--- src/kprg_pkg.sv ---
// types and constants shared by the keepalive ping rate gate
`default_nettype none

package kprg_pkg;

  localparam int unsigned NowWidth      = 48;
  localparam int unsigned IntervalWidth = 32;
  localparam int unsigned InflightWidth = 16;
  localparam int unsigned CountWidth    = 8;
  localparam int unsigned CfgIndexWidth = 2;
  localparam int unsigned CfgDataWidth  = 32;

  typedef enum logic [1:0] {
    OP_REQUEST   = 2'd0,
    OP_PING_SENT = 2'd1,
    OP_DATA_RX   = 2'd2,
    OP_RELOAD    = 2'd3
  } op_e;

  typedef enum logic [1:0] {
    VERDICT_GRANTED  = 2'd0,
    VERDICT_TOO_MANY = 2'd1,
    VERDICT_TOO_SOON = 2'd2,
    VERDICT_UPDATED  = 2'd3
  } verdict_e;

  typedef enum logic [1:0] {
    CFG_PING_BUDGET       = 2'd0,
    CFG_INFLIGHT_LIMIT    = 2'd1,
    CFG_THROTTLE_ENABLE   = 2'd2,
    CFG_THROTTLE_INTERVAL = 2'd3
  } cfg_index_e;

  localparam logic [CountWidth-1:0]    MaxPingsReset    = 8'd2;
  localparam logic [CountWidth-1:0]    MaxInflightReset = 8'd1;
  localparam logic                     ThrottleEnReset  = 1'b0;
  localparam logic [IntervalWidth-1:0] ThrottleIvReset  = 32'd60000;

  // configuration registers as seen by the front and back
  typedef struct packed {
    logic [CountWidth-1:0]    ping_budget;
    logic [CountWidth-1:0]    inflight_limit;
    logic                     throttle_enable;
    logic [IntervalWidth-1:0] throttle_interval;
  } cfg_t;

  // classified word handed from front to back
  typedef struct packed {
    op_e                      op;
    logic [NowWidth-1:0]      now;
    logic [IntervalWidth-1:0] min_interval;
    logic                     too_many_inflight;
  } cmd_t;

  // result word
  typedef struct packed {
    verdict_e                 verdict;
    logic [IntervalWidth-1:0] wait_time;
    logic [IntervalWidth-1:0] applied_interval;
    logic [NowWidth-1:0]      last_sent_time;
    logic                     last_sent_valid;
  } result_t;

endpackage

`default_nettype wire

--- src/keepalive_ping_rate_gate.sv ---
// top level of the keepalive ping rate gate
//
// decides whether a keepalive ping may go out on a link. each input word
// carries an operation: a request (checked against the in-flight limit, the
// requested minimum interval since the last ping, and the countdown of pings
// allowed without data, with an optional throttle interval once it is spent),
// a ping-sent record, a data-frame record (forgets the last ping time) or a
// countdown reload. every word yields exactly one result word, in order.
// both sides look like queues: push/full on input, empty/pop on output.
// one word per cycle sustained while the consumer keeps popping results.
// the front decodes each word and checks the in-flight limit, a short queue
// decouples it from the back, which holds the ping state and does the time
// add and compares combinationally, then a result queue decouples the consumer.
// configuration writes (cfg_ready_o is always high) should happen only while
// no word is in flight.
`default_nettype none

module keepalive_ping_rate_gate #(
  parameter int unsigned TIME_WIDTH = 48,
  parameter int unsigned CMD_DEPTH  = 2,
  parameter int unsigned RES_DEPTH  = 2
) (
  input  wire                                clk_i,
  input  wire                                rst_ni,
  // input side
  input  wire                                push,
  output logic                               full,
  input  wire [1:0]                          operation_i,
  input  wire [kprg_pkg::NowWidth-1:0]       now_i,
  input  wire [kprg_pkg::IntervalWidth-1:0]  min_interval_i,
  input  wire [kprg_pkg::InflightWidth-1:0]  inflight_count_i,
  // result side
  output logic                               empty,
  input  wire                                pop,
  output logic [1:0]                         verdict_o,
  output logic [kprg_pkg::IntervalWidth-1:0] wait_time_o,
  output logic [kprg_pkg::IntervalWidth-1:0] applied_interval_o,
  output logic [kprg_pkg::NowWidth-1:0]      last_sent_time_o,
  output logic                               last_sent_valid_o,
  // configuration write channel
  input  wire                                cfg_valid_i,
  output logic                               cfg_ready_o,
  input  wire [kprg_pkg::CfgIndexWidth-1:0]  cfg_index_i,
  input  wire [kprg_pkg::CfgDataWidth-1:0]   cfg_data_i
);

  kprg_pkg::cfg_t    cfg_q;
  kprg_pkg::cmd_t    cmd_in, cmd_out;
  kprg_pkg::result_t res_in, res_out;
  logic              cmd_empty, cmd_pop;
  logic              res_push, res_full;
  logic              cfg_we;

  // configuration registers, always ready
  assign cfg_ready_o = 1'b1;
  assign cfg_we      = cfg_valid_i && cfg_ready_o;

  always_ff @(posedge clk_i or negedge rst_ni) begin
    if (!rst_ni) begin
      cfg_q.ping_budget       <= kprg_pkg::MaxPingsReset;
      cfg_q.inflight_limit    <= kprg_pkg::MaxInflightReset;
      cfg_q.throttle_enable   <= kprg_pkg::ThrottleEnReset;
      cfg_q.throttle_interval <= kprg_pkg::ThrottleIvReset;
    end else if (cfg_we) begin
      case (kprg_pkg::cfg_index_e'(cfg_index_i))
        kprg_pkg::CFG_PING_BUDGET: begin
          cfg_q.ping_budget <= cfg_data_i[kprg_pkg::CountWidth-1:0];
        end
        kprg_pkg::CFG_INFLIGHT_LIMIT: begin
          cfg_q.inflight_limit <= cfg_data_i[kprg_pkg::CountWidth-1:0];
        end
        kprg_pkg::CFG_THROTTLE_ENABLE: begin
          cfg_q.throttle_enable <= cfg_data_i[0];
        end
        kprg_pkg::CFG_THROTTLE_INTERVAL: begin
          cfg_q.throttle_interval <= cfg_data_i[kprg_pkg::IntervalWidth-1:0];
        end
        default: begin
          cfg_q <= cfg_q;
        end
      endcase
    end
  end

  // front: decode and in-flight check
  kprg_front u_front (
    .operation_i      (operation_i),
    .now_i            (now_i),
    .min_interval_i   (min_interval_i),
    .inflight_count_i (inflight_count_i),
    .max_inflight_i   (cfg_q.inflight_limit),
    .cmd_o            (cmd_in)
  );

  // command queue between front and back
  kprg_fifo #(
    .item_t (kprg_pkg::cmd_t),
    .DEPTH  (CMD_DEPTH)
  ) u_cmd_fifo (
    .clk_i   (clk_i),
    .rst_ni  (rst_ni),
    .push_i  (push),
    .data_i  (cmd_in),
    .full_o  (full),
    .pop_i   (cmd_pop),
    .data_o  (cmd_out),
    .empty_o (cmd_empty)
  );

  // back: ping state and verdict
  kprg_back #(
    .TIME_WIDTH (TIME_WIDTH)
  ) u_back (
    .clk_i       (clk_i),
    .rst_ni      (rst_ni),
    .cfg_i       (cfg_q),
    .cmd_i       (cmd_out),
    .cmd_empty_i (cmd_empty),
    .cmd_pop_o   (cmd_pop),
    .res_o       (res_in),
    .res_push_o  (res_push),
    .res_full_i  (res_full)
  );

  // result queue toward the consumer
  kprg_fifo #(
    .item_t (kprg_pkg::result_t),
    .DEPTH  (RES_DEPTH)
  ) u_res_fifo (
    .clk_i   (clk_i),
    .rst_ni  (rst_ni),
    .push_i  (res_push),
    .data_i  (res_in),
    .full_o  (res_full),
    .pop_i   (pop),
    .data_o  (res_out),
    .empty_o (empty)
  );

  assign verdict_o          = res_out.verdict;
  assign wait_time_o        = res_out.wait_time;
  assign applied_interval_o = res_out.applied_interval;
  assign last_sent_time_o   = res_out.last_sent_time;
  assign last_sent_valid_o  = res_out.last_sent_valid;

  // too soon always comes with a nonzero wait and a known last ping time
  a_too_soon_wait : assert property (@(posedge clk_i) disable iff (!rst_ni)
    (!empty && (res_out.verdict == kprg_pkg::VERDICT_TOO_SOON)) |->
      ((wait_time_o != '0) && last_sent_valid_o))
    else $error("too soon result without wait or last ping time");

  // other verdicts carry no wait and no interval
  a_no_wait : assert property (@(posedge clk_i) disable iff (!rst_ni)
    (!empty && (res_out.verdict != kprg_pkg::VERDICT_TOO_SOON)) |->
      ((wait_time_o == '0) && (applied_interval_o == '0)))
    else $error("wait or interval set on a result that is not too soon");

  // an accepted word is in the command queue on the next cycle
  a_cmd_queued : assert property (@(posedge clk_i) disable iff (!rst_ni)
    (push && !full) |=> !cmd_empty)
    else $error("accepted word missing from command queue");

  // an unknown last time always reads back as zero
  a_unknown_zero : assert property (@(posedge clk_i) disable iff (!rst_ni)
    (!empty && !last_sent_valid_o) |-> (last_sent_time_o == '0))
    else $error("last ping time nonzero while unknown");

endmodule

`default_nettype wire

--- src/kprg_fifo.sv ---
// short first-in first-out queue of words
`default_nettype none

module kprg_fifo #(
  parameter type item_t = logic,
  parameter int unsigned DEPTH = 2
) (
  input  wire   clk_i,
  input  wire   rst_ni,
  input  wire   push_i,
  input  item_t data_i,
  output logic  full_o,
  input  wire   pop_i,
  output item_t data_o,
  output logic  empty_o
);

  localparam int unsigned PtrW = (DEPTH > 1) ? $clog2(DEPTH) : 1;
  localparam int unsigned CntW = $clog2(DEPTH + 1);

  item_t mem_q [DEPTH];
  logic [PtrW-1:0] wr_ptr_q, wr_ptr_d;
  logic [PtrW-1:0] rd_ptr_q, rd_ptr_d;
  logic [CntW-1:0] cnt_q, cnt_d;
  logic do_push, do_pop;

  assign full_o  = (cnt_q == CntW'(DEPTH));
  assign empty_o = (cnt_q == '0);
  assign do_push = push_i && !full_o;
  assign do_pop  = pop_i && !empty_o;
  assign data_o  = mem_q[rd_ptr_q];

  always_comb begin
    wr_ptr_d = wr_ptr_q;
    rd_ptr_d = rd_ptr_q;
    cnt_d    = cnt_q;
    if (do_push) begin
      wr_ptr_d = (wr_ptr_q == PtrW'(DEPTH - 1)) ? '0 : wr_ptr_q + 1'b1;
    end
    if (do_pop) begin
      rd_ptr_d = (rd_ptr_q == PtrW'(DEPTH - 1)) ? '0 : rd_ptr_q + 1'b1;
    end
    if (do_push && !do_pop) begin
      cnt_d = cnt_q + 1'b1;
    end else if (do_pop && !do_push) begin
      cnt_d = cnt_q - 1'b1;
    end
  end

  always_ff @(posedge clk_i or negedge rst_ni) begin
    if (!rst_ni) begin
      wr_ptr_q <= '0;
      rd_ptr_q <= '0;
      cnt_q    <= '0;
    end else begin
      wr_ptr_q <= wr_ptr_d;
      rd_ptr_q <= rd_ptr_d;
      cnt_q    <= cnt_d;
    end
  end

  always_ff @(posedge clk_i) begin
    if (do_push) begin
      mem_q[wr_ptr_q] <= data_i;
    end
  end

endmodule

`default_nettype wire

--- src/kprg_front.sv ---
// front end: decodes the operation and pre-checks the in-flight limit
`default_nettype none

module kprg_front (
  input  wire [1:0]                          operation_i,
  input  wire [kprg_pkg::NowWidth-1:0]       now_i,
  input  wire [kprg_pkg::IntervalWidth-1:0]  min_interval_i,
  input  wire [kprg_pkg::InflightWidth-1:0]  inflight_count_i,
  input  wire [kprg_pkg::CountWidth-1:0]     max_inflight_i,
  output kprg_pkg::cmd_t                     cmd_o
);

  logic limit_on;
  logic over_limit;

  assign limit_on   = (max_inflight_i != '0);
  assign over_limit = inflight_count_i >
                      kprg_pkg::InflightWidth'(max_inflight_i);

  always_comb begin
    cmd_o.op                = kprg_pkg::op_e'(operation_i);
    cmd_o.now               = now_i;
    cmd_o.min_interval      = min_interval_i;
    // only meaningful for requests
    cmd_o.too_many_inflight = limit_on && over_limit &&
                              (kprg_pkg::op_e'(operation_i) == kprg_pkg::OP_REQUEST);
  end

endmodule

`default_nettype wire

--- src/kprg_back.sv ---
// back end: holds the ping state and produces the verdict for each command
`default_nettype none

module kprg_back #(
  parameter int unsigned TIME_WIDTH = 48
) (
  input  wire                clk_i,
  input  wire                rst_ni,
  input  kprg_pkg::cfg_t     cfg_i,
  input  kprg_pkg::cmd_t     cmd_i,
  input  wire                cmd_empty_i,
  output logic               cmd_pop_o,
  output kprg_pkg::result_t  res_o,
  output logic               res_push_o,
  input  wire                res_full_i
);

  localparam int unsigned TW = TIME_WIDTH;
  localparam bit Carry64 = (TIME_WIDTH == 64);

  logic [TW-1:0]                     last_q, last_d;
  logic                              known_q, known_d;
  logic [kprg_pkg::CountWidth-1:0]   left_q, left_d;

  logic                              go;
  logic [TW-1:0]                     now_t;
  logic [TW:0]                       sum_req, sum_thr;
  logic [TW+1:0]                     diff_req, diff_thr;
  logic                              late_req, late_thr;
  logic [kprg_pkg::IntervalWidth-1:0] wait_req, wait_thr;

  assign go         = !cmd_empty_i && !res_full_i;
  assign cmd_pop_o  = go;
  assign res_push_o = go;
  assign now_t      = TW'(cmd_i.now);

  // last + interval without wrap, then compared against now
  always_comb begin
    sum_req  = {1'b0, last_q} + (TW+1)'(cmd_i.min_interval);
    sum_thr  = {1'b0, last_q} + (TW+1)'(cfg_i.throttle_interval);
    diff_req = {1'b0, sum_req} - (TW+2)'(now_t);
    diff_thr = {1'b0, sum_thr} - (TW+2)'(now_t);
    late_req = !diff_req[TW+1] && (diff_req != '0);
    late_thr = !diff_thr[TW+1] && (diff_thr != '0);
    wait_req = ((diff_req[TW+1:32] != '0) || (Carry64 && sum_req[TW])) ?
               '1 : diff_req[31:0];
    wait_thr = ((diff_thr[TW+1:32] != '0) || (Carry64 && sum_thr[TW])) ?
               '1 : diff_thr[31:0];
  end

  always_comb begin
    last_d  = last_q;
    known_d = known_q;
    left_d  = left_q;
    res_o.verdict          = kprg_pkg::VERDICT_UPDATED;
    res_o.wait_time        = '0;
    res_o.applied_interval = '0;
    case (cmd_i.op)
      kprg_pkg::OP_REQUEST: begin
        res_o.verdict = kprg_pkg::VERDICT_GRANTED;
        if (cmd_i.too_many_inflight) begin
          res_o.verdict = kprg_pkg::VERDICT_TOO_MANY;
        end else if (known_q && late_req) begin
          res_o.verdict          = kprg_pkg::VERDICT_TOO_SOON;
          res_o.wait_time        = wait_req;
          res_o.applied_interval = cmd_i.min_interval;
        end else if ((cfg_i.ping_budget != '0) && (left_q == '0)) begin
          if (cfg_i.throttle_enable) begin
            if (known_q && late_thr) begin
              res_o.verdict          = kprg_pkg::VERDICT_TOO_SOON;
              res_o.wait_time        = wait_thr;
              res_o.applied_interval = cfg_i.throttle_interval;
            end
          end else begin
            res_o.verdict = kprg_pkg::VERDICT_TOO_MANY;
          end
        end
      end
      kprg_pkg::OP_PING_SENT: begin
        last_d  = now_t;
        known_d = 1'b1;
        if (left_q != '0) begin
          left_d = left_q - 1'b1;
        end
      end
      kprg_pkg::OP_DATA_RX: begin
        last_d  = '0;
        known_d = 1'b0;
      end
      kprg_pkg::OP_RELOAD: begin
        left_d = cfg_i.ping_budget;
      end
      default: begin
        res_o.verdict = kprg_pkg::VERDICT_UPDATED;
      end
    endcase
    res_o.last_sent_time  = kprg_pkg::NowWidth'(last_d);
    res_o.last_sent_valid = known_d;
  end

  always_ff @(posedge clk_i or negedge rst_ni) begin
    if (!rst_ni) begin
      last_q  <= '0;
      known_q <= 1'b0;
      left_q  <= '0;
    end else if (go) begin
      last_q  <= last_d;
      known_q <= known_d;
      left_q  <= left_d;
    end
  end

endmodule

`default_nettype wire
--- config.mk ---
export PLATFORM = sky130hd
export DESIGN_NAME = keepalive_ping_rate_gate
export DESIGN_NICKNAME = d
export VERILOG_FILES = /design/src/kprg_pkg.sv /design/src/keepalive_ping_rate_gate.sv /design/src/kprg_fifo.sv /design/src/kprg_front.sv /design/src/kprg_back.sv
export SDC_FILE = /design/constraint.sdc
export NUM_CORES = 1
export LEC_CHECK = 0
export BUFFER_PORTS_ARGS = -buffer_cell sky130_fd_sc_hd__buf_2
export CAP_MARGIN = 0
export CORE_UTILIZATION = 61
export DETAILED_ROUTE_END_ITERATION = 8
export PLACE_DENSITY = 0.84
export SLEW_MARGIN = 10
export SYNTH_ARGS = -nofsm -noshare
export SYNTH_HDL_FRONTEND = slang
export SYNTH_HIERARCHICAL = 1
export SYNTH_SLANG_ARGS = --single-unit
--- constraint.sdc ---
create_clock -name clk_i -period 8 [get_ports clk_i]
set_input_delay 0.8 -clock clk_i [delete_from_list [all_inputs] [get_ports clk_i]]
set_output_delay 0.8 -clock clk_i [all_outputs]
set_load 0.03 [all_outputs]
-- Word level (Yosys, flattened, before mapping)
Memories as Yosys holds them, arrays and structs flattened.
Index checks and enable logic that the tools add are counted.
- add/sub/neg operators: 13
- multipliers: 0
- divide/modulo/power cells: 0
- $lt $le $gt $ge: 1
- eq/ne operators: 9
- shift-type cells: 0
- muxes and demuxes: 26
- bitwise gates (word level): 0
- reductions and logical operators: 47
- operator list (operator ; count):
    $mux W66 ; 4
    $mux W64 ; 2
    $reduce_bool A50 Y1 ; 2
    $sub A49 B48 Y50 ; 2
    $add A48 B32 Y49 ; 2
    $pmux W48 S2 ; 1
    $mux W32 ; 2
    $reduce_bool A18 Y1 ; 2
    $reduce_bool A8 Y1 ; 3
    $gt A16 B8 Y1 ; 1
    $logic_and A1 B1 Y1 ; 16
    $pmux W8 S2 ; 1
    $eq A2 B2 Y1 const B ; 6
    $mux W2 ; 6
    $logic_not A1 Y1 ; 10
    $logic_not A2 Y1 ; 5
    $logic_not A8 Y1 ; 1
    $mux W1 ; 8
    $mux W8 ; 1
    $reduce_and A2 Y1 ; 4
    $sub A8 B1 Y8 const B ; 1
    $reduce_bool A2 Y1 ; 3
    $add A1 B1 Y1 const B ; 4
    $add A2 B1 Y2 const B ; 2
    5 further kinds ; 7
- bits in registers: 114
- latch bits: 0
- memory bits (writable): 396
- ROM bits: 0
- input bits: 137
- output and inout bits: 118
- logic and storage cells: 111
- memories: 2
- memories (name ; depth ; width ; read ports ; clocked after Yosys merged registers in ; wr ports ; RTL line ; text):
    u_res_fifo.mem_q ; 2 ; 115 ; 1 ; 0 ; 1 ; kprg_fifo.sv:21 ; item_t mem_q [DEPTH];
    u_cmd_fifo.mem_q ; 2 ; 83 ; 1 ; 0 ; 1 ; kprg_fifo.sv:21 ;

-- Depth between registers and ports, before layout
Gate-level depths: netlist of the first run.
- depth after elaboration: 11
- gate-level depth with buffers: 22
- gate-level depth less buffers: 17

-- Modules after synthesis
The synthesis of the first run kept the hierarchy.
- modules (own cells, without submodules) (module ; instances ; cells each ; area each (um2) ; sequential area each (um2)):
    kprg_back ; 1 ; 1807 ; 13033.8 ; 1426.4
    kprg_fifo at u_res_fifo ; 1 ; 377 ; 8650.8 ; 7006.7
    kprg_fifo at u_cmd_fifo ; 1 ; 277 ; 6429.9 ; 5084.9
    keepalive_ping_rate_gate ; 1 ; 107 ; 1859.3 ; 1237.4
    kprg_front ; 1 ; 116 ; 865.8 ; 0.0

-- Least setup slack after synthesis of the first run
Ideal clock, no wire load.
- kind: reg-to-reg
- start: register u_res_fifo.cnt_q[0]
- end: memory u_res_fifo/mem_q[0][0] in the netlist's numbering (enable)
- setup time: 0.590 ns
- arrival: 6.321 ns
- required time: 7.410 ns
- slack: 1.089 ns
- cell stages (with the launch flop): 9
- buffers on the path: 2
- clock period less this slack: 6.911 ns
- path through: dfrtp_1 > nand2b_1 > inv_1 > or2_2 > clkinv_1 > clkbuf_1 > buf_4 > nand2_1 > nor2_1
- longest elaborated chain between the ends: 6
- RTL lines (item ; RTL line ; text):
    start, declared ; kprg_fifo.sv:24 ; logic [CntW-1:0] cnt_q, cnt_d;
    start signal, assigned ; kprg_fifo.sv:58 ; cnt_q <= cnt_d;
    $eq A2 B2 Y1 ; kprg_fifo.sv:27 ; assign full_o = (cnt_q == CntW'(DEPTH));
    named net res_full ; keepalive_ping_rate_gate.sv:51 ; logic res_push, res_full;
    $logic_not A1 Y1 ; kprg_back.sv:32 ; assign go = !cmd_empty_i && !res_full_i;
    $logic_and A1 B1 Y1 ; kprg_back.sv:32 ;
    named net cmd_pop ; keepalive_ping_rate_gate.sv:50 ; logic cmd_empty, cmd_pop;
    $logic_and A1 B1 Y1 ; kprg_fifo.sv:29 ; assign do_push = push_i && !full_o;
    $mux W1 ; kprg_fifo.sv:63 ; if (do_push) begin
    $mux W1 (not written as such) ; kprg_fifo.sv:64 ; mem_q[wr_ptr_q] <= data_i;
    end, declared ; kprg_fifo.sv:21 ;
The timed path passes the listed nets, and every way through them passes these cells.

==> flow_summary.html, run 1 <==
<table>
<tr><th>Metric</th><th>Value</th></tr>
<tr><th colspan="2">Drt</th></tr>
<tr><td>Initial detailed-routing violation count</td><td>2,208</td></tr>
<tr><td>Detailed-route wire length</td><td>87,700 µm</td></tr>
<tr><td>Post-route ant nets</td><td>0</td></tr>
<tr><td>First-pass iteration count of the detailed router</td><td>5</td></tr>
<tr><td>Number of vias in the routed layout</td><td>22,300</td></tr>
<tr><td>Routed via count divided by cell count</td><td>6.32</td></tr>
<tr><td>Avg WL per Cell</td><td>24.8 µm</td></tr>
<tr><td>Drc violations</td><td>0</td></tr>
<tr><th colspan="2">Clock tree</th></tr>
<tr><td>Number of sinks driven by the clock tree</td><td>510</td></tr>
<tr><td>Maximum buffer depth of the clock tree</td><td>3</td></tr>
<tr><td>Clock root buffer</td><td>sky130_fd_sc_hd__clkbuf_16</td></tr>
<tr><td>Post-CTS setup buffers</td><td>0</td></tr>
<tr><td>Post-CTS resize count</td><td>0</td></tr>
<tr><td>Number of buffers created by CTS</td><td>50</td></tr>
<tr><td>Clock input transition at the sequential cells of the worst setup and hold paths</td><td>0.06 ns</td></tr>
<tr><td>Worst-skew pair later-pin latency</td><td>0.61 ns</td></tr>
<tr><td>Max H-tree Level</td><td>2</td></tr>
<tr><td>CTS tree</td><td>yes</td></tr>
<tr><td>Hold buffers post-CTS</td><td>0</td></tr>
<tr><th colspan="2">Timing</th></tr>
<tr><td>Count of final max-slew check failures</td><td>0</td></tr>
<tr><td>Max transition margin</td><td>0.144</td></tr>
<tr><td>Clock period minus worst slack</td><td>7.18 ns</td></tr>
<tr><td>Least-Margin Pin Slew</td><td>1.27 ns</td></tr>
<tr><td>Setup repair after global routing missed its margin</td><td>no</td></tr>
<tr><td>Clock Skews</td><td>0.0300 ns</td></tr>
<tr><td>Final setup viols</td><td>0</td></tr>
<tr><td>Final cycle utilization of the critical path</td><td>0.898</td></tr>
<tr><td>Achievable clock frequency</td><td>0.139 GHz</td></tr>
<tr><td>Final hold violations</td><td>0</td></tr>
<tr><td>Fin Setup TNS</td><td>0 ns</td></tr>
<tr><th colspan="2">Synthesis</th></tr>
<tr><td>Top FF cell, synth</td><td>sky130_fd_sc_hd__edfxtp_1</td></tr>
<tr><td>Post-Syn Nets</td><td>2,999</td></tr>
<tr><td>Mean cell area of the mapped netlist</td><td>11.5 µm²</td></tr>
<tr><td>Warning count from the yosys run</td><td>6</td></tr>
<tr><td>Cell area after synthesis</td><td>30,800 µm²</td></tr>
<tr><td>Sequential-to-total area share from yosys stat</td><td>0.478</td></tr>
<tr><td>Number of distinct library cell variants in the gate-level netlist after synthesis</td><td>95</td></tr>
<tr><td>Async SR Flop Fraction</td><td>0.224</td></tr>
<tr><td>Number of flip-flops and latches in the synthesized netlist</td><td>510</td></tr>
<tr><td>Post-synthesis cell count</td><td>2,684</td></tr>
<tr><td>Number of enable-type register cells in the synthesized netlist</td><td>396</td></tr>
<tr><th colspan="2">Outcome</th></tr>
<tr><td>Result of the run</td><td>finished, final reports clean</td></tr>
<tr><th colspan="2">GRT</th></tr>
<tr><td>Wire length of the first global-routing pass</td><td>131,000 µm</td></tr>
<tr><td>GR Overflow Total</td><td>0</td></tr>
<tr><td>Global Route Usage Sum</td><td>0.340</td></tr>
<tr><td>Pin count of the biggest net entering global routing</td><td>69</td></tr>
<tr><td>Initial antenna violation count</td><td>2</td></tr>
<tr><td>Number of global-route vias before repair</td><td>22,200</td></tr>
<tr><th colspan="2">Floorplan</th></tr>
<tr><td>Effective utilization at floorplan</td><td>0.617</td></tr>
<tr><td>X dimension of the die</td><td>227 µm</td></tr>
<tr><td>Top-level port count</td><td>255</td></tr>
<tr><td>Full die area</td><td>51,500 µm²</td></tr>
<tr><td>Height of the die</td><td>227 µm</td></tr>
<tr><td>Placeable core area</td><td>50,000 µm²</td></tr>
<tr><td>Row count</td><td>82</td></tr>
<tr><th colspan="2">Critical path</th></tr>
<tr><td>Logic depth of the worst register-to-register path</td><td>18</td></tr>
<tr><td>Critical path data arrival time</td><td>7.54 ns</td></tr>
<tr><td>Origin of the worst setup path</td><td>u_cmd_fifo/rd_ptr_q$_DFFE_PN0P_</td></tr>
<tr><td>Critical path endpoint category</td><td>flip-flop</td></tr>
<tr><td>Setup slack of the worst register-to-register path</td><td>0.82 ns</td></tr>
<tr><td>End of the worst register-to-register path</td><td>u_res_fifo/mem_q[0][71]$_DFFE_PP_</td></tr>
<tr><td>Data required time at the worst endpoint</td><td>8.36 ns</td></tr>
<tr><td>Crit-path max FO</td><td>25</td></tr>
<tr><td>FF-to-FF Start</td><td>u_cmd_fifo/rd_ptr_q$_DFFE_PN0P_</td></tr>
<tr><td>Kind of critical path</td><td>reg2reg</td></tr>
<tr><td>Category of the worst setup path launch point</td><td>flip-flop</td></tr>
<tr><td>Worst Setup EP</td><td>u_res_fifo/mem_q[0][71]$_DFFE_PP_</td></tr>
<tr><th colspan="2">Cells and area</th></tr>
<tr><td>Share of cells above drive strength 1</td><td>0.253</td></tr>
<tr><td>Area Growth Syn to Fin</td><td>9.24%</td></tr>
<tr><td>Final net count</td><td>3,131</td></tr>
<tr><td>Fill cell total of the finished layout</td><td>3,595</td></tr>
<tr><th colspan="2">Place</th></tr>
<tr><td>Count of buffers from port buffering</td><td>253</td></tr>
<tr><td>Final weighted congestion in routability-driven placement</td><td>1.05</td></tr>
<tr><td>Half-perimeter wire length after placement</td><td>65,700 µm</td></tr>
<tr><th colspan="2">Worst hold path</th></tr>
<tr><td>Worst Hold Class</td><td>in2async</td></tr>
<tr><th colspan="2">Job</th></tr>
<tr><td>Max capacitance violation total</td><td>0</td></tr>
</table>
-- critical path, cell delays in order, from the launching register on --
cell and delay [ns]:
sky130_fd_sc_hd__dfrtp_4 0.75, sky130_fd_sc_hd__buf_4 0.44, sky130_fd_sc_hd__mux2_4 0.24, sky130_fd_sc_hd__inv_1 0.06, sky130_fd_sc_hd__fa_1 0.54, sky130_fd_sc_hd__inv_1 0.05, sky130_fd_sc_hd__ha_1 0.56, sky130_fd_sc_hd__nand4_1 0.25
sky130_fd_sc_hd__or3_1 0.46, sky130_fd_sc_hd__nor2_1 0.23, sky130_fd_sc_hd__o21ai_0 0.22, sky130_fd_sc_hd__a31oi_1 0.47, sky130_fd_sc_hd__a21oi_1 0.16, sky130_fd_sc_hd__xnor2_1 0.20, sky130_fd_sc_hd__a2111oi_1 0.65, sky130_fd_sc_hd__nand4_2 0.28
sky130_fd_sc_hd__and2_1 0.54, sky130_fd_sc_hd__buf_4 0.39, sky130_fd_sc_hd__o31ai_1 0.40
-- cells in the final DEF, fill, tap and decap left out, types with 28 or more instances in the layout --
| master | Yosys | routed |
|---|---|---|
| sky130_fd_sc_hd__nand2_1 | 192 | 192 |
| sky130_fd_sc_hd__a21oi_1 | 124 | 124 |
| sky130_fd_sc_hd__nand4_1 | 73 | 73 |
| sky130_fd_sc_hd__clkbuf_16 | 0 | 51 |
| sky130_fd_sc_hd__edfxtp_1 | 396 | 396 |
| sky130_fd_sc_hd__buf_2 | 25 | 252 |
| sky130_fd_sc_hd__mux2_4 | 100 | 100 |
| sky130_fd_sc_hd__or3_1 | 28 | 28 |
| sky130_fd_sc_hd__ha_1 | 113 | 113 |
| sky130_fd_sc_hd__nand3_1 | 28 | 28 |
| sky130_fd_sc_hd__buf_4 | 85 | 29 |
| sky130_fd_sc_hd__xnor2_1 | 38 | 38 |
| sky130_fd_sc_hd__nor3_1 | 29 | 29 |
| sky130_fd_sc_hd__a21o_1 | 29 | 29 |
| sky130_fd_sc_hd__nor2_1 | 95 | 93 |
| sky130_fd_sc_hd__a221oi_1 | 40 | 40 |
| sky130_fd_sc_hd__o21ai_0 | 158 | 158 |
| sky130_fd_sc_hd__dfrtp_1 | 105 | 103 |
| sky130_fd_sc_hd__fa_1 | 65 | 65 |
| sky130_fd_sc_hd__inv_1 | 292 | 292 |
| sky130_fd_sc_hd__xor2_1 | 28 | 28 |
| sky130_fd_sc_hd__o31ai_1 | 29 | 29 |
| sky130_fd_sc_hd__mux2_2 | 195 | 195 |
-- cell usage after synthesis (40+ instances only) --
library cell | count | area share
sky130_fd_sc_hd__edfxtp_1 | 396 | 0.39
sky130_fd_sc_hd__inv_1 | 292 | 0.036
sky130_fd_sc_hd__mux2_2 | 195 | 0.071
sky130_fd_sc_hd__nand2_1 | 192 | 0.023
sky130_fd_sc_hd__o21ai_0 | 158 | 0.026
sky130_fd_sc_hd__a21oi_1 | 124 | 0.020
sky130_fd_sc_hd__ha_1 | 113 | 0.046
sky130_fd_sc_hd__dfrtp_1 | 105 | 0.085
sky130_fd_sc_hd__mux2_4 | 100 | 0.049
sky130_fd_sc_hd__nor2_1 | 95 | 0.012
sky130_fd_sc_hd__buf_4 | 85 | 0.021
sky130_fd_sc_hd__nand4_1 | 73 | 0.015
sky130_fd_sc_hd__clkbuf_1 | 65 | 0.0079
sky130_fd_sc_hd__fa_1 | 65 | 0.042
sky130_fd_sc_hd__a221oi_1 | 40 | 0.011
-- logic make-up after synthesis --
family | share of synthesized area
other | 0.000122
AO/OA/AOI/OAI | 0.119
AND/OR/NAND/NOR | 0.0951
flip-flops | 0.478
buffers and inverters | 0.0767
XOR/XNOR | 0.0187
multiplexers | 0.124
adder cells (fa/ha/maj) | 0.0880
-- cell type report --
cell class | count | area [µm²] | share of cell area
Inverter | 293 | 1100 | 0.0326
Sequential cell | 510 | 14800 | 0.438
Antenna cell | 2 | 5.00 | 0.000149
Multi-Input combinational cell | 1679 | 13800 | 0.408
Timing Repair Buffer | 282 | 1500 | 0.0445
Clock inverter | 30 | 344 | 0.0102
Clock buffer | 64 | 1390 | 0.0411
Tap cell | 672 | 841 | 0.0250
-- stage by stage --
stage          setup slack (ns)  hold WS, ns  instance area (µm²)  std cells  utilization
5_1_grt                   0.631        0.311                33700       3530        0.674
6_report                  0.815        0.272                33700       3532        0.674
3_3_place_gp               1.17        0.467                32000       3436        0.640
2_1_floorplan              1.09        0.450                30800       2684            -
3_5_place_dp               1.16        0.475                32000       3436        0.640
4_1_cts                    1.04        0.270                33700       3530        0.674
-- registers in the layout, summed over array words and instances (netlist names), 2 cells and up --
| register | flops |
|---|---|
| u_res_fifo/cnt_q | 2 |
| cfg_q | 49 |
| u_res_fifo/mem_q | 230 |
| u_back/last_q | 48 |
| u_back/left_q | 8 |
| u_cmd_fifo/mem_q | 166 |
| u_cmd_fifo/cnt_q | 2 |
-- routing by layer --
layer	part of all wire	vias to the layer above	track usage
li1	-	9966	-
met1	0.42	11000	0.479
met3	0.097	167	0.0746
met5	0	-	0
met4	0.025	0	0.0913
met2	0.46	1166	0.530
-- worst min-delay path by stage --
stage	from	to	slack, ns	depth (start not counted)
6_report	rst_ni	cfg_q[28]$_DFFE_PN0P_	0.27	1
4_1_cts	rst_ni	u_back/last_q[17]$_DFFE_PN0P_	0.27	1
3_3_place_gp	u_back/left_q[1]$_DFFE_PN0P_	u_back/left_q[1]$_DFFE_PN0P_	0.47	2
5_1_grt	rst_ni	cfg_q[28]$_DFFE_PN0P_	0.31	1
2_1_floorplan	u_back/left_q[1]$_DFFE_PN0P_	u_back/left_q[1]$_DFFE_PN0P_	0.45	2
3_5_place_dp	u_back/left_q[1]$_DFFE_PN0P_	u_back/left_q[1]$_DFFE_PN0P_	0.48	2
Power of run 1 is left out: the tool's default activity adds up to more than one toggle a clock period on the data nets, which glitch-free logic cannot reach.
==> inputs of run 2 (changes only) <==
==> constraint.sdc (replaced) <==
create_clock -name clk_i -period 8 [get_ports clk_i]
set_input_delay 1.6 -clock clk_i [delete_from_list [all_inputs] [get_ports clk_i]]
set_output_delay 1.6 -clock clk_i [all_outputs]
set_load 0.03 [all_outputs]
==> run 2 against run 1 <==
Effect of this change: core utilization down 0.13 points; hold slack better by 0.22 ns; flip-flop and latch count unchanged; clock skew down 0.012 ns; wire length up 1.1%; sequential share of layout area up 0.082 points; first-iteration DRC count up 13%; highest routed layer is now met5; critical path depth unchanged; non-clock buffer count up 1; global-route usage up 0.48 points.
==> flow_summary.html, run 2 (synthesized netlist as in run 1, its figures left out) <==
<table>
<tr><th>Metric</th><th>Value</th></tr>
<tr><th colspan="2">Clock tree</th></tr>
<tr><td>Hold buffers post-CTS</td><td>0</td></tr>
<tr><td>Max H-tree Level</td><td>2</td></tr>
<tr><td>Maximum buffer depth of the clock tree</td><td>3</td></tr>
<tr><td>Post-CTS setup buffers</td><td>0</td></tr>
<tr><td>Clock input transition at the sequential cells of the worst setup and hold paths</td><td>0.06 ns</td></tr>
<tr><td>Worst-skew pair later-pin latency</td><td>0.60 ns</td></tr>
<tr><td>Number of buffers created by CTS</td><td>50</td></tr>
<tr><td>Number of sinks driven by the clock tree</td><td>510</td></tr>
<tr><td>Post-CTS resize count</td><td>0</td></tr>
<tr><td>Clock root buffer</td><td>sky130_fd_sc_hd__clkbuf_16</td></tr>
<tr><td>CTS tree</td><td>yes</td></tr>
<tr><th colspan="2">Critical path</th></tr>
<tr><td>Largest stage delay on the critical path</td><td>0.76 ns</td></tr>
<tr><td>Crit-path max FO</td><td>25</td></tr>
<tr><td>Category of cells accounting for the largest share of critical-path delay</td><td>compound AO/OA/AOI/OAI gates</td></tr>
<tr><td>Bufs and invs on worst path</td><td>4</td></tr>
<tr><td>Critical path endpoint category</td><td>flip-flop</td></tr>
<tr><td>Kind of critical path</td><td>reg2reg</td></tr>
<tr><td>Data required time at the worst endpoint</td><td>8.38 ns</td></tr>
<tr><td>Critical path data arrival time</td><td>7.41 ns</td></tr>
<tr><td>Slowest stage cell on the critical path</td><td>sky130_fd_sc_hd__dfrtp_4</td></tr>
<tr><td>Chain of cells forming the critical path</td><td>buf_4, mux2_4, inv_1, fa_1, inv_1, ha_1, nand2_1, o21ai_0, a21oi_1, o21a_1, a31oi_1, a21oi_1, xnor2_1, a2111oi_1, nand4_2, and2_1, buf_4, o31ai_1</td></tr>
<tr><td>Category of the worst setup path launch point</td><td>flip-flop</td></tr>
<tr><th colspan="2">Timing</th></tr>
<tr><td>Clock period minus worst slack</td><td>7.04 ns</td></tr>
<tr><td>Final hold violations</td><td>0</td></tr>
<tr><td>Max transition margin</td><td>0.196</td></tr>
<tr><td>Fin Setup TNS</td><td>0 ns</td></tr>
<tr><td>Final cycle utilization of the critical path</td><td>0.879</td></tr>
<tr><td>Setup repair after global routing missed its margin</td><td>no</td></tr>
<tr><td>Achievable clock frequency</td><td>0.142 GHz</td></tr>
<tr><td>Count of final max-slew check failures</td><td>0</td></tr>
<tr><td>Clock Skews</td><td>0.0177 ns</td></tr>
<tr><td>Least-Margin Pin Slew</td><td>1.21 ns</td></tr>
<tr><td>Final setup viols</td><td>0</td></tr>
<tr><th colspan="2">Cells and area</th></tr>
<tr><td>Register with the most flip-flops</td><td>u_res_fifo/mem_q</td></tr>
<tr><td>Area Growth Syn to Fin</td><td>9.04%</td></tr>
<tr><td>Registers with the highest flip-flop counts</td><td>u_res_fifo/mem_q: 230 flops, u_cmd_fifo/mem_q: 166 flops, cfg_q: 49 flops</td></tr>
<tr><td>Max reg flops</td><td>230</td></tr>
<tr><td>Most frequent cells in the layout</td><td>sky130_fd_sc_hd__edfxtp_1 (396), sky130_fd_sc_hd__inv_1 (292), sky130_fd_sc_hd__buf_2 (252), sky130_fd_sc_hd__mux2_2 (195), sky130_fd_sc_hd__nand2_1 (192)</td></tr>
<tr><td>Final net count</td><td>3,132</td></tr>
<tr><td>Share of cells above drive strength 1</td><td>0.251</td></tr>
<tr><td>Leading cell type in the layout, fill and taps excluded</td><td>sky130_fd_sc_hd__edfxtp_1</td></tr>
<tr><th colspan="2">GRT</th></tr>
<tr><td>Number of global-route vias before repair</td><td>22,500</td></tr>
<tr><td>GR Overflow Total</td><td>0</td></tr>
<tr><td>Global Route Usage Sum</td><td>0.345</td></tr>
<tr><td>Wire length of the first global-routing pass</td><td>133,000 µm</td></tr>
<tr><td>Initial antenna violation count</td><td>3</td></tr>
<tr><td>Pin count of the biggest net entering global routing</td><td>69</td></tr>
<tr><th colspan="2">Floorplan</th></tr>
<tr><td>Height of the die</td><td>227 µm</td></tr>
<tr><td>Row count</td><td>82</td></tr>
<tr><td>Full die area</td><td>51,500 µm²</td></tr>
<tr><td>Effective utilization at floorplan</td><td>0.617</td></tr>
<tr><td>Top-level port count</td><td>255</td></tr>
<tr><td>Placeable core area</td><td>50,000 µm²</td></tr>
<tr><td>X dimension of the die</td><td>227 µm</td></tr>
<tr><th colspan="2">Drt</th></tr>
<tr><td>Number of vias in the routed layout</td><td>22,600</td></tr>
<tr><td>Max layer used</td><td>met5</td></tr>
<tr><td>Amount of wire on met3 after detailed routing</td><td>8240 µm</td></tr>
<tr><td>Initial detailed-routing violation count</td><td>2,502</td></tr>
<tr><td>Detailed-route wire length</td><td>88,700 µm</td></tr>
<tr><td>Total met2 wirelength after detailed routing</td><td>41,000 µm</td></tr>
<tr><td>Drc violations</td><td>0</td></tr>
<tr><td>Metal1 wirelength</td><td>37,400 µm</td></tr>
<tr><td>Post-route ant nets</td><td>0</td></tr>
<tr><td>First-pass iteration count of the detailed router</td><td>5</td></tr>
<tr><td>Routed via count divided by cell count</td><td>6.41</td></tr>
<tr><td>Avg WL per Cell</td><td>25.1 µm</td></tr>
<tr><th colspan="2">Place</th></tr>
<tr><td>Count of buffers from port buffering</td><td>253</td></tr>
<tr><td>Half-perimeter wire length after placement</td><td>65,900 µm</td></tr>
<tr><td>Final weighted congestion in routability-driven placement</td><td>1.05</td></tr>
<tr><th colspan="2">Job</th></tr>
<tr><td>Max capacitance violation total</td><td>0</td></tr>
<tr><th colspan="2">Worst hold path</th></tr>
<tr><td>Worst Hold Class</td><td>reg2reg</td></tr>
<tr><th colspan="2">Outcome</th></tr>
<tr><td>Result of the run</td><td>finished, final reports clean</td></tr>
</table>
## run 2: cell types whose count changed in the layout (fill, tap and decap cells not counted)
| cell | delta |
|---|---|
| sky130_fd_sc_hd__bufinv_16 | -2 |
| sky130_fd_sc_hd__clkinv_8 | -1 |
| sky130_fd_sc_hd__clkinv_2 | -3 |
| sky130_fd_sc_hd__buf_4 | +1 |
| sky130_fd_sc_hd__clkinv_1 | +4 |
| sky130_fd_sc_hd__clkbuf_1 | +2 |
| sky130_fd_sc_hd__inv_6 | -1 |
| sky130_fd_sc_hd__clkinv_4 | -2 |
| sky130_fd_sc_hd__diode_2 | -1 |
| sky130_fd_sc_hd__clkbuf_8 | +2 |
## run 2: layout make-up
class                      count  area, µm²
timing repair buffer         283       1510
clock inverter                25        241
multi-input combinational   1679      13800
sequential                   510      14800
inverter                     293       1100
tap                          672        841
fill                        3572      16300
antenna                        1       2.50
clock buffer                  68       1420
## run 2: final timing paths
kind	startpoint	endpoint	slack (ns)	cells past startpoint
hold / removal	u_back/left_q[1]$_DFFE_PN0P_	u_back/left_q[1]$_DFFE_PN0P_	0.49	2
min in group asynchronous	rst_ni	cfg_q[28]$_DFFE_PN0P_	1.06	1
max in group asynchronous	rst_ni	u_back/last_q[3]$_DFFE_PN0P_	5.45	2
hold reg to reg	u_back/left_q[1]$_DFFE_PN0P_	u_back/left_q[1]$_DFFE_PN0P_	0.49	2
setup reg to reg	u_cmd_fifo/rd_ptr_q$_DFFE_PN0P_	u_res_fifo/mem_q[0][66]$_DFFE_PP_	0.96	18
setup / recovery	u_cmd_fifo/rd_ptr_q$_DFFE_PN0P_	u_res_fifo/mem_q[0][66]$_DFFE_PP_	0.96	18
## run 2: worst min-delay path, stage by stage, from the launching register on
cell                      delay [ns]
sky130_fd_sc_hd__dfrtp_1        0.34
sky130_fd_sc_hd__nand2_1        0.05
sky130_fd_sc_hd__o21ai_0        0.06
## run 2: metrics by stage
| step | std cells | instance area (µm²) | hold WS (ns) | setup WS (ns) | util |
|---|---|---|---|---|---|
| after global routing | 3530 | 33600 | 0.511 | 0.623 | 0.673 |
| after CTS | 3530 | 33600 | 0.489 | 1.12 | 0.673 |
| final | 3531 | 33600 | 0.495 | 0.964 | 0.673 |
| after global placement | 3437 | 32000 | 0.467 | 1.17 | 0.640 |
| after detailed placement | 3437 | 32000 | 0.476 | 1.20 | 0.640 |
| after floorplan | 2684 | 30800 | 0.450 | 1.09 | - |
## run 2: per-layer routing
| metal | global-route usage | up-vias |
|---|---|---|
| met2 | 0.540 | 1189 |
| met1 | 0.485 | 11300 |
| met5 | 0 | - |
| met3 | 0.0761 | 161 |
| li1 | - | 9968 |
| met4 | 0.0907 | 4 |
Power of run 2 is left out for the same reason.
==> inputs of run 3 (changes only) <==
--- a/config.mk
+++ b/config.mk
@@ -7,9 +7,9 @@
 export LEC_CHECK = 0
 export BUFFER_PORTS_ARGS = -buffer_cell sky130_fd_sc_hd__buf_2
 export CAP_MARGIN = 0
-export CORE_UTILIZATION = 61
+export CORE_UTILIZATION = 35
 export DETAILED_ROUTE_END_ITERATION = 8
-export PLACE_DENSITY = 0.84
+export PLACE_DENSITY = 0.54
 export SLEW_MARGIN = 10
 export SYNTH_ARGS = -nofsm -noshare
 export SYNTH_HDL_FRONTEND = slang
==> run 3 against run 2 <==
Effect of this change: die area grew 74%; hold slack lost 0.0018 ns; non-clock buffer count grew 3; via count shrank 3.7%; fmax shrank 2.8%; critical path depth shrank 1; flip-flop and latch count is the same; global-route usage shrank 14 points; largest cell class unchanged.
==> flow_summary.html, run 3 (synthesized netlist as in run 1, its figures left out) <==
<table>
<tr><th>Metric</th><th>Value</th></tr>
<tr><th colspan="2">Worst hold path</th></tr>
<tr><td>Worst Hold Class</td><td>reg2reg</td></tr>
<tr><td>End point of the worst hold path</td><td>u_back/left_q[1]$_DFFE_PN0P_</td></tr>
<tr><td>Worst hold path cell count</td><td>2</td></tr>
<tr><td>Hold path startpoint</td><td>u_back/left_q[1]$_DFFE_PN0P_</td></tr>
<tr><th colspan="2">Drt</th></tr>
<tr><td>Avg WL per Cell</td><td>23.4 µm</td></tr>
<tr><td>Routed via count divided by cell count</td><td>5.41</td></tr>
<tr><td>Initial detailed-routing violation count</td><td>1,950</td></tr>
<tr><td>Number of vias in the routed layout</td><td>21,800</td></tr>
<tr><td>Post-route ant nets</td><td>0</td></tr>
<tr><td>Detailed-route wire length</td><td>94,400 µm</td></tr>
<tr><td>Drc violations</td><td>0</td></tr>
<tr><td>First-pass iteration count of the detailed router</td><td>5</td></tr>
<tr><th colspan="2">Critical path</th></tr>
<tr><td>Largest stage delay on the critical path</td><td>0.87 ns</td></tr>
<tr><td>Data required time at the worst endpoint</td><td>8.35 ns</td></tr>
<tr><td>Setup slack of the worst register-to-register path</td><td>0.77 ns</td></tr>
<tr><td>Crit-path max FO</td><td>36</td></tr>
<tr><td>FF-to-FF Start</td><td>u_cmd_fifo/rd_ptr_q$_DFFE_PN0P_</td></tr>
<tr><td>End of the worst register-to-register path</td><td>u_res_fifo/mem_q[1][53]$_DFFE_PP_</td></tr>
<tr><td>Category of cells accounting for the largest share of critical-path delay</td><td>simple AND/OR/NAND/NOR gates</td></tr>
<tr><td>Kind of critical path</td><td>reg2reg</td></tr>
<tr><td>Slowest stage cell on the critical path</td><td>sky130_fd_sc_hd__dfrtp_4</td></tr>
<tr><td>Logic depth of the worst register-to-register path</td><td>17</td></tr>
<tr><td>Critical path endpoint category</td><td>flip-flop</td></tr>
<tr><td>Critical path data arrival time</td><td>7.58 ns</td></tr>
<tr><td>Origin of the worst setup path</td><td>u_cmd_fifo/rd_ptr_q$_DFFE_PN0P_</td></tr>
<tr><td>Bufs and invs on worst path</td><td>3</td></tr>
<tr><td>Category of the worst setup path launch point</td><td>flip-flop</td></tr>
<tr><td>Chain of cells forming the critical path</td><td>buf_4, mux2_2, fa_1, inv_1, ha_1, nand2_1, nor4_1, nand2_1, a21oi_1, nand2b_1, a41oi_2, xnor2_1, or4_1, or4_4, o311ai_4, buf_4, o31ai_1</td></tr>
<tr><th colspan="2">Timing</th></tr>
<tr><td>Achievable clock frequency</td><td>0.138 GHz</td></tr>
<tr><td>Setup repair after global routing missed its margin</td><td>no</td></tr>
<tr><td>Count of final max-slew check failures</td><td>0</td></tr>
<tr><td>Clock Skews</td><td>0.0265 ns</td></tr>
<tr><td>Max transition margin</td><td>0.217</td></tr>
<tr><td>Final setup viols</td><td>0</td></tr>
<tr><td>Fin Setup TNS</td><td>0 ns</td></tr>
<tr><td>Clock period minus worst slack</td><td>7.23 ns</td></tr>
<tr><td>Least-Margin Pin Slew</td><td>1.16 ns</td></tr>
<tr><td>Final cycle utilization of the critical path</td><td>0.904</td></tr>
<tr><td>Final hold violations</td><td>0</td></tr>
<tr><td>Worst setup slack after layout</td><td>0.765 ns</td></tr>
<tr><th colspan="2">Place</th></tr>
<tr><td>Instance area after placement</td><td>32,600 µm²</td></tr>
<tr><td>Final weighted congestion in routability-driven placement</td><td>0.945</td></tr>
<tr><td>Half-perimeter wire length after placement</td><td>73,100 µm</td></tr>
<tr><td>Dpl ws</td><td>0.842 ns</td></tr>
<tr><td>Count of buffers from port buffering</td><td>253</td></tr>
<tr><th colspan="2">Clock tree</th></tr>
<tr><td>Hold buffers post-CTS</td><td>0</td></tr>
<tr><td>CTS tree</td><td>yes</td></tr>
<tr><td>Post-CTS resize count</td><td>0</td></tr>
<tr><td>Clock root buffer</td><td>sky130_fd_sc_hd__clkbuf_16</td></tr>
<tr><td>Maximum buffer depth of the clock tree</td><td>3</td></tr>
<tr><td>Number of buffers created by CTS</td><td>58</td></tr>
<tr><td>Max H-tree Level</td><td>2</td></tr>
<tr><td>Post-CTS setup buffers</td><td>0</td></tr>
<tr><td>Clock input transition at the sequential cells of the worst setup and hold paths</td><td>0.06 ns</td></tr>
<tr><td>Number of sinks driven by the clock tree</td><td>510</td></tr>
<tr><td>Worst-skew pair later-pin latency</td><td>0.64 ns</td></tr>
<tr><th colspan="2">Floorplan</th></tr>
<tr><td>Placeable core area</td><td>87,000 µm²</td></tr>
<tr><td>Height of the die</td><td>299 µm</td></tr>
<tr><td>Top-level port count</td><td>255</td></tr>
<tr><td>X dimension of the die</td><td>299 µm</td></tr>
<tr><td>Full die area</td><td>89,300 µm²</td></tr>
<tr><td>Row count</td><td>108</td></tr>
<tr><td>Effective utilization at floorplan</td><td>0.354</td></tr>
<tr><th colspan="2">Cells and area</th></tr>
<tr><td>Diode count</td><td>0</td></tr>
<tr><td>Max reg flops</td><td>230</td></tr>
<tr><td>Register Area</td><td>14,800 µm²</td></tr>
<tr><td>Fill cell total of the finished layout</td><td>8,429</td></tr>
<tr><td>Most frequent cells in the layout</td><td>sky130_fd_sc_hd__edfxtp_1 (396), sky130_fd_sc_hd__inv_1 (292), sky130_fd_sc_hd__buf_2 (252), sky130_fd_sc_hd__mux2_2 (195), sky130_fd_sc_hd__nand2_1 (192)</td></tr>
<tr><td>Share of cells above drive strength 1</td><td>0.253</td></tr>
<tr><td>Register with the most flip-flops</td><td>u_res_fifo/mem_q</td></tr>
<tr><td>Cell area after layout</td><td>34,500 µm²</td></tr>
<tr><td>Final net count</td><td>3,143</td></tr>
<tr><td>Registers with the highest flip-flop counts</td><td>u_res_fifo/mem_q: 230 flops, u_cmd_fifo/mem_q: 166 flops, cfg_q: 49 flops</td></tr>
<tr><td>Leading cell type in the layout, fill and taps excluded</td><td>sky130_fd_sc_hd__edfxtp_1</td></tr>
<tr><td>Area Growth Syn to Fin</td><td>12.0%</td></tr>
<tr><td>Area of the multi-input gates</td><td>13,800 µm²</td></tr>
<tr><th colspan="2">GRT</th></tr>
<tr><td>Global Route Usage Sum</td><td>0.208</td></tr>
<tr><td>Number of global-route vias before repair</td><td>22,100</td></tr>
<tr><td>GR Overflow Total</td><td>0</td></tr>
<tr><td>Wire length of the first global-routing pass</td><td>142,000 µm</td></tr>
<tr><td>Initial antenna violation count</td><td>3</td></tr>
<tr><td>Pin count of the biggest net entering global routing</td><td>62</td></tr>
<tr><th colspan="2">Outcome</th></tr>
<tr><td>Result of the run</td><td>finished, final reports clean</td></tr>
<tr><th colspan="2">Job</th></tr>
<tr><td>Max capacitance violation total</td><td>0</td></tr>
</table>
run 3: per-layer routing:
| layer | vias to the layer above | track usage | part of all wire |
|---|---|---|---|
| met4 | 0 | 0.0493 | 0.022 |
| met1 | 10900 | 0.304 | 0.47 |
| met3 | 119 | 0.0273 | 0.056 |
| met2 | 760 | 0.326 | 0.45 |
| met5 | - | 0 | 0 |
| li1 | 9996 | - | - |
run 3: worst min-delay path, stage by stage (launching register included):
cell	delay [ns]
sky130_fd_sc_hd__dfrtp_1	0.34
sky130_fd_sc_hd__nand2_1	0.05
sky130_fd_sc_hd__o21ai_0	0.07
run 3: worst max path at each step:
| stage | end | cells after the start |
|---|---|---|
| floorplan | u_res_fifo/mem_q[0][0]$_DFFE_PP_ | 8 |
| global placement | u_res_fifo/mem_q[0][57]$_DFFE_PP_ | 17 |
| detailed placement | u_res_fifo/mem_q[0][65]$_DFFE_PP_ | 17 |
| CTS | u_res_fifo/mem_q[1][69]$_DFFE_PP_ | 17 |
| global route | u_res_fifo/mem_q[1][65]$_DFFE_PP_ | 17 |
| finish | u_res_fifo/mem_q[1][53]$_DFFE_PP_ | 17 |
run 3: layout make-up:
| type | instances | area share |
|---|---|---|
| clock inverter | 31 | 0.0107 |
| clock buffer | 77 | 0.0462 |
| sequential | 510 | 0.427 |
| tap | 1155 | 0.0418 |
| timing repair buffer | 286 | 0.0439 |
| inverter | 293 | 0.0318 |
| multi-input combinational | 1679 | 0.398 |
run 3: stage by stage:
step | utilization | hold slack, ns | std cells
4_1_cts | 0.397 | 0.504 | 4031
3_3_place_gp | 0.374 | 0.469 | 3923
6_report | 0.397 | 0.493 | 4031
2_1_floorplan | - | 0.450 | 2684
3_5_place_dp | 0.374 | 0.492 | 3923
5_1_grt | 0.397 | 0.514 | 4031
Power of run 3 is left out for the same reason.
